`config.mk`:
```
export PLATFORM = sky130hd
export DESIGN_NAME = pse_divider
export DESIGN_NICKNAME = d
export VERILOG_FILES = /design/src/rtl/core/pse_pkg.sv /design/src/rtl/core/pse_divider.sv
export SDC_FILE = /design/constraint.sdc
export NUM_CORES = 1
export LEC_CHECK = 0
export BUFFER_PORTS_ARGS = -buffer_cell sky130_fd_sc_hd__buf_2
export CAP_MARGIN = 20
export CELL_PAD_IN_SITES_DETAIL_PLACEMENT = 1
export CELL_PAD_IN_SITES_GLOBAL_PLACEMENT = 2
export CORE_MARGIN = 2
export CORE_UTILIZATION = 33
export CTS_CLUSTER_DIAMETER = 150
export DETAILED_ROUTE_END_ITERATION = 8
export HOLD_SLACK_MARGIN = 0.02
export PLACE_DENSITY_LB_ADDON = 0.1
export SLEW_MARGIN = 15
export SYNTH_ARGS = -nofsm -noshare
export SYNTH_HDL_FRONTEND = slang
export SYNTH_SLANG_ARGS = --single-unit
```
`constraint.sdc`:
```
create_clock -name clock -period 3.3 [get_ports clock]
set_input_delay 0.165 -clock clock [delete_from_list [all_inputs] [get_ports clock]]
set_output_delay 0.165 -clock clock [all_outputs]
set_load 0.05 [all_outputs]
```
`src/rtl/core/pse_pkg.sv`:
```
// ----------------------------------------------------------------------------
// pse_pkg
// shared constants, codes and types of the postfix stack evaluator
// ----------------------------------------------------------------------------
package pse_pkg;

   localparam int STACK_DEPTH = 128;
   localparam int DATA_W      = 32;
   localparam int FUNC_W      = 3;
   localparam int OPND_W      = 31;
   localparam int ADDR_W      = $clog2(STACK_DEPTH);
   localparam int CNT_W       = $clog2(STACK_DEPTH + 1);
   localparam int DIV_CNT_W   = $clog2(DATA_W);

   localparam logic [FUNC_W-1:0] FUNC_OPERAND = 3'd0;
   localparam logic [FUNC_W-1:0] FUNC_ADD     = 3'd1;
   localparam logic [FUNC_W-1:0] FUNC_SUB     = 3'd2;
   localparam logic [FUNC_W-1:0] FUNC_MUL     = 3'd3;
   localparam logic [FUNC_W-1:0] FUNC_DIV     = 3'd4;

   typedef enum logic [3:0] {
      S_IDLE,
      S_POP_B,
      S_WAIT_A,
      S_POP_A,
      S_EXEC,
      S_DIV,
      S_PUSH,
      S_WAIT_F,
      S_FINAL
   } state_type;

   typedef struct packed {
      logic              start;
      logic [DATA_W-1:0] dividend;
      logic [DATA_W-1:0] divisor;
   } div_req_type;

   typedef struct packed {
      logic              done;
      logic [DATA_W-1:0] quotient;
   } div_rsp_type;

endpackage

```
`src/rtl/core/pse_divider.sv`:
```
// ----------------------------------------------------------------------------
// pse_divider
// iterative signed divider, one quotient bit per cycle, truncates toward zero
// ----------------------------------------------------------------------------
module pse_divider
   import pse_pkg::*;
(
   input  logic        clock,
   input  logic        reset,
   input  div_req_type div_req,
   output div_rsp_type div_rsp
);

   logic                 busy_ff, busy_in;
   logic                 done_ff, done_in;
   logic                 neg_ff, neg_in;
   logic [DIV_CNT_W-1:0] cnt_ff, cnt_in;
   logic [DATA_W-1:0]    rem_ff, rem_in;
   logic [DATA_W-1:0]    quo_ff, quo_in;
   logic [DATA_W-1:0]    dvs_ff, dvs_in;
   logic [DATA_W-1:0]    abs_a, abs_b;
   logic [DATA_W:0]      shifted;
   logic [DATA_W:0]      diff;

   assign abs_a   = div_req.dividend[DATA_W-1] ? (~div_req.dividend + DATA_W'(1))
                                               : div_req.dividend;
   assign abs_b   = div_req.divisor[DATA_W-1] ? (~div_req.divisor + DATA_W'(1))
                                              : div_req.divisor;
   assign shifted = {rem_ff, quo_ff[DATA_W-1]};
   assign diff    = shifted - {1'b0, dvs_ff};

   always_comb begin
      busy_in = busy_ff;
      done_in = 1'b0;
      neg_in  = neg_ff;
      cnt_in  = cnt_ff;
      rem_in  = rem_ff;
      quo_in  = quo_ff;
      dvs_in  = dvs_ff;
      if (div_req.start) begin
         busy_in = 1'b1;
         neg_in  = div_req.dividend[DATA_W-1] ^ div_req.divisor[DATA_W-1];
         cnt_in  = '0;
         rem_in  = '0;
         quo_in  = abs_a;
         dvs_in  = abs_b;
      end else if (busy_ff) begin
         if (!diff[DATA_W]) begin
            rem_in = diff[DATA_W-1:0];
            quo_in = {quo_ff[DATA_W-2:0], 1'b1};
         end else begin
            rem_in = shifted[DATA_W-1:0];
            quo_in = {quo_ff[DATA_W-2:0], 1'b0};
         end
         cnt_in = cnt_ff + DIV_CNT_W'(1);
         if (cnt_ff == DIV_CNT_W'(DATA_W - 1)) begin
            busy_in = 1'b0;
            done_in = 1'b1;
         end
      end
   end

   always_ff @(posedge clock) begin
      if (reset) begin
         busy_ff <= 1'b0;
         done_ff <= 1'b0;
      end else begin
         busy_ff <= busy_in;
         done_ff <= done_in;
      end
      neg_ff <= neg_in;
      cnt_ff <= cnt_in;
      rem_ff <= rem_in;
      quo_ff <= quo_in;
      dvs_ff <= dvs_in;
   end

   assign div_rsp.done     = done_ff;
   assign div_rsp.quotient = neg_ff ? (~quo_ff + DATA_W'(1)) : quo_ff;

endmodule

```
==> impl_metrics.toml, run 1 <==
[logic_synthesis]
syn_inst = 875
synthTopCellsByArea = "edfxtp_1 25%, dfxtp_1 10%, xnor2_1 8.5%"
async_flop_share_pct = 0
yosysSeqAreaShare_pct = 35.5
yosysTopAreaCell = "edfxtp_1"
avgSynthCellArea_um2 = 8.80
ys.warnings.count = 0
ys_ff_latch = 104
synth.top_cell.area_share_pct = 25.4
synth_top_flop_cell = "edfxtp_1"
synth_nets = 980
synth_area_um2 = 7700
synth_edf_count = 65
synth_cell_types = 54

[route]
wire_per_inst_um = 15.8
num_vias = 6543
drt_iter0_markers = 244
drc_errors = 0
drt-pass1-iter-count = 4
via_per_inst = 5.04
routed_wl_mm = 20.5
ant_nets = 0

[sta]
rsz0062_at_grt = "true"
period_needed_ns = 3.53
slew_viol_final = 0
finalCritPeriodShare_pct = 107
fmax_mhz = 283
finClkSkew_ns = 0.0125
setup_violations = 6
finalSetupTns_ns = -0.968
worst_slew_pin_slew_ns = 1.05
setup_slack_ns = -0.229
hold_viol_final = 0
slew_headroom_pct = 30.2

[setup_path]
cp_common_cell = "or4_4"
cpMaxStageDelayCell = "or4_4"
path_cells = "or4_4 -> or4_4 -> or2_4 -> or4_4 -> or3_4 -> o41ai_4 -> xnor2_1 -> buf_4"
critPathLaunchType = "flop"
critPathKind = "flop to output port"
required_ns = 3.13
critPathMaxFanout = 3
cp.arrival_ns = 3.36
crit_buf_inv = 1
critPathMaxStageDelay_ns = 0.55
cp-end-kind = "output port"
crit_family = "simple AND/OR/NAND/NOR gates"

[final_layout]
diodes = 0
fin_cells = 1299
layout.cells.most_common = "nor2_1"
final_cell_mix = "94 x nor2_1, 90 x buf_2, 74 x xnor2_1"
fin_util_pct = 40.2
syn_to_final_growth_pct = 18.9
layout.nets = 1086
drive_above_1_share_pct = 18.8

[floorplan]
die_w_um = 157
die-area_um2 = 24600
initial_core_util_pct = 33.8
die_y_um = 157
core_um2 = 22800
num_rows = 55
ios = 100

[pwr]
finalPower_w = 0.00452
vdd_drop_max_uv = 199
power.density_nw_per_um2 = 494
leakage_nw = 3.58

[global_routing]
first_global_vias = 6574
antenna_found_initial = 0
gr-total-overflow = 0
grt_start_max_net_pins = 67
grt_pass1_wl_mm = 33.9
grtUsageTotal_pct = 17.2

[status]
violations = "setup timing"
outcome = "finished, violations left"

[cts]
clock_latency_ns = 0.37
h-tree-depth = 3
cts.sinks = 104
tritoncts = "done"
clockRootBuffer = "clkbuf_16"
path_clk_slew_ns = 0.08
cts-buffers-inserted = 9
cts_buffer_depth = 2

[placement]
place_inst = 1275
dp_slack_ns = -0.173
hpwlAfterDp_mm = 15.8
io_buffers = 99
gp_congestion = 0.796

[run]
drv_cap = 0

[min_path]
hold_class = "primary input to flop"
## stage by stage
step	instance area, um2	hold slack, ns
floorplan	7710	0.237
global placement	8660	0.342
detailed placement	8660	0.342
CTS	9080	0.0238
global route	9150	0.0244
finish	9150	0.0342
## worst register-to-register path: cells and delay by family (launching register included)
| family | cells | cell delay (ns) |
|---|---|---|
| adders and majority gates | 2 | 0.58 |
| DFF | 1 | 0.37 |
| xor gates and xnor gates | 1 | 0.14 |
| muxes | 1 | 0.09 |
| buffers and inverters | 3 | 0.38 |
| AOI/OAI and AO/OA | 6 | 1.22 |
| and+or+nand+nor | 1 | 0.16 |
## cell usage after synthesis (3+ instances only)
library cell,instances
o31ai_1,30
clkbuf_1,34
a21oi_1,71
a2111oi_0,3
inv_1,51
or3_1,9
dfxtp_1,39
nand3b_1,5
or3_4,3
nor4_1,5
nand3_1,11
a211oi_1,27
ha_1,37
nand2b_1,11
edfxtp_1,65
a31oi_1,6
o21ai_0,52
xnor2_1,75
nor3_1,9
nand4_1,9
o41ai_1,15
or4_1,14
nor2_1,94
mux2i_1,30
a21o_1,9
xor2_1,44
or4_4,5
nand2_1,65
buf_1,3
nor2b_1,5
o211ai_1,5
## repair_timing
action | 4_1_cts | 5_1_grt
hold endpoints to repair | 2 | 0
gates resized for setup | 18 | 18
hold buffers | 1 | 0
setup endpoints to repair | 36 | 44
pin swaps | 7 | 6
buffers inserted | 6 | 1
## final timing paths
kind | to | from | cells after the start | slack (ns)
max | div_rsp[31] | quo_ff[15] | 8 | -0.23
min | dvs_ff[0] | div_req[0] | 1 | 0.03
max reg2reg | rem_ff[28] | quo_ff[31] | 14 | 0.26
min reg2reg | rem_ff[27] | rem_ff[27] | 2 | 0.50
## sequential cells by signal, summed over array words and instances (netlist names)
| register | cells |
|---|---|
| neg_ff | 1 |
| cnt_ff | 5 |
| dvs_ff | 32 |
| rem_ff | 32 |
| done_ff | 1 |
| busy_ff | 1 |
| quo_ff | 32 |
## routing by layer
metal | up-vias | share of wire, % | wire length (um) | global-route usage, %
met3 | 11 | 2.7 | 555 | 2.02
met2 | 109 | 44 | 8940 | 27.3
met4 | 0 | 1.1 | 229 | 4.59
met1 | 3037 | 53 | 10800 | 24.6
met5 | - | 0 | 0 | 0
li1 | 3386 | - | - | -
## report_power, final
part	switching [W]	total [W]	internal [W]
sequential	0.000125	0.00166	0.00154
combinational	0.00109	0.00177	0.000678
clock	0.000557	0.00108	0.000528
total	0.00177	0.00452	0.00274
## cell families (layout without fill, tap and decap cells)
kind of cell    count (synthesis)  after routing  share of synthesized area (%)
simple gates                  255            255                           16.3
compound gates                234            234                           19.3
xor+xnor                      120            120                           13.7
flops                         104            104                           35.5
buf+inv                        92            203                           4.62
fa+ha+maj                      38             38                           6.27
mux                            32             32                           4.19
## final cells by class
type	count	area (um2)
Multi-Input combinational cell	679	4730
Clock inverter	7	62.6
Inverter	51	191
Fill cell	2731	13600
Timing Repair Buffer	136	817
Clock buffer	9	225
Sequential cell	104	2730
Tap cell	313	392
Power figures use the tool's default switching activity.
==> run 2, diff against run 1 <==
--- a/config.mk
+++ b/config.mk
@@ -15,5 +15,5 @@
 export DETAILED_ROUTE_END_ITERATION = 8
 export HOLD_SLACK_MARGIN = 0.02
-export PLACE_DENSITY_LB_ADDON = 0.1
+export PLACE_DENSITY = 0.89
 export SLEW_MARGIN = 15
 export SYNTH_ARGS = -nofsm -noshare
==> constraint.sdc (replaced) <==
create_clock -name clock -period 3.3 [get_ports clock]
set_input_delay 0.33 -clock clock [delete_from_list [all_inputs] [get_ports clock]]
set_output_delay 0.33 -clock clock [all_outputs]
set_load 0.05 [all_outputs]
==> impl_metrics.toml, run 2 (same netlist as run 1, synthesis figures left out) <==
[run]
drv_cap = 0

[placement]
place_area_um2 = 8770
io_buffers = 99
hpwlAfterDp_mm = 15.6
gp_congestion = 0.850

[global_routing]
first_global_vias = 6819
gr-total-overflow = 0
grt_pass1_wl_mm = 33.3
grtUsageTotal_pct = 16.6
antenna_found_initial = 0
grt_start_max_net_pins = 61

[floorplan]
num_rows = 55
die_w_um = 157
ios = 100
core_um2 = 22800
die_y_um = 157
initial_core_util_pct = 33.8
die-area_um2 = 24600

[setup_path]
critPathLaunchType = "flop"
cp.arrival_ns = 3.45
required_ns = 2.97
critPathKind = "flop to output port"
cp-end-kind = "output port"
reg2regPathDepth = 14
critPathMaxFanout = 4

[route]
routed_wl_mm = 20.5
drt_iter0_markers = 252
wire_per_inst_um = 15.8
drc_errors = 0
via_per_inst = 5.20
num_vias = 6776
drt-pass1-iter-count = 4
ant_nets = 0

[final_layout]
final_cell_mix = "94 x nor2_1, 89 x buf_2, 69 x a21oi_1, 69 x xnor2_1, 65 x edfxtp_1"
multi_input_area_um2 = 4800
syn_to_final_growth_pct = 21.0
largestRegisters = "dvs_ff (32), quo_ff (32), rem_ff (32)"
diodes = 0
layout.nets = 1089
regArea_um2 = 2730
drive_above_1_share_pct = 20.2
final_area_um2 = 9310
layout.cells.most_common = "nor2_1"
n_fill_cell = 2685

[sta]
setup_violations = 7
hold_viol_final = 0
period_needed_ns = 3.78
finClkSkew_ns = 0.00990
rsz0062_at_grt = "true"
setup_slack_ns = -0.477
slew_headroom_pct = 50.1
worst_slew_pin_slew_ns = 0.748
finalCritPeriodShare_pct = 114
fmax_mhz = 265
finalSetupTns_ns = -2.49
slew_viol_final = 0

[cts]
tritoncts = "done"
path_clk_slew_ns = 0.08
ctsHoldBuffers = 0
h-tree-depth = 3
clockRootBuffer = "clkbuf_16"
cts-buffers-inserted = 9
cts_buffer_depth = 2
cts.sinks = 104
clock_latency_ns = 0.36

[status]
violations = "setup timing"
outcome = "finished, violations left"

[pwr]
leakage_nw = 3.67
power.density_nw_per_um2 = 491
vdd_drop_max_uv = 248
finalPower_w = 0.00457

[min_path]
hold-path-cell-count = 2
hold_class = "primary input to flop"
==> run 2: what timing repair did <==
| item | in CTS | in global routing |
|---|---|---|
| setup buffers | 3 | 4 |
| pin swaps | 3 | 10 |
| gates cloned | 0 | 1 |
| gates resized for setup | 19 | 27 |
| endpoints found under the setup margin | 15 | 50 |
==> run 2: final cells by class <==
type | instances | area share, %
Clock buffer | 9 | 2.42
Clock inverter | 7 | 0.658
Inverter | 51 | 2.06
Multi-Input combinational cell | 679 | 51.5
Sequential cell | 104 | 29.4
Tap cell | 313 | 4.20
Timing Repair Buffer | 139 | 9.77
==> run 2: critical path: stages, from the launching register on <==
cell,delay (ns)
edfxtp_1,0.39
or4_4,0.57
or4_4,0.43
or2_4,0.25
or4_4,0.43
or3_4,0.42
o41ai_4,0.27
xnor2_2,0.16
buf_6,0.17
==> run 2: through the flow <==
step,utilization [%],setup slack (ns),hold slack [ns],instances
4_1_cts,40.1,-0.484,0.157,1296
3_3_place_gp,38.5,-0.155,0.481,1277
2_1_floorplan,-,-0.0319,0.402,875
3_5_place_dp,38.5,-0.219,0.486,1277
5_1_grt,40.9,-0.567,0.157,1302
6_report,40.9,-0.477,0.159,1302
==> run 2: final timing paths <==
path              startpoint     endpoint  slack (ns)
setup / recovery  quo_ff[17]  div_rsp[31]       -0.48
hold / removal         reset      busy_ff        0.16
setup reg to reg  quo_ff[31]   rem_ff[30]        0.20
hold reg to reg    rem_ff[1]    rem_ff[1]        0.49
==> run 2: power breakdown <==
part	switching (W)	internal (W)	leakage (nW)
Clock	0.000546	0.000529	0.140
Combinational	0.00111	0.000721	2.57
Sequential	0.000129	0.00154	0.958
==> run 2: metal layers <==
metal	routed length [um]	GRT usage (%)
met5	0	0
met4	213	3.76
met3	663	1.91
met2	9300	27.7
met1	10400	23.0
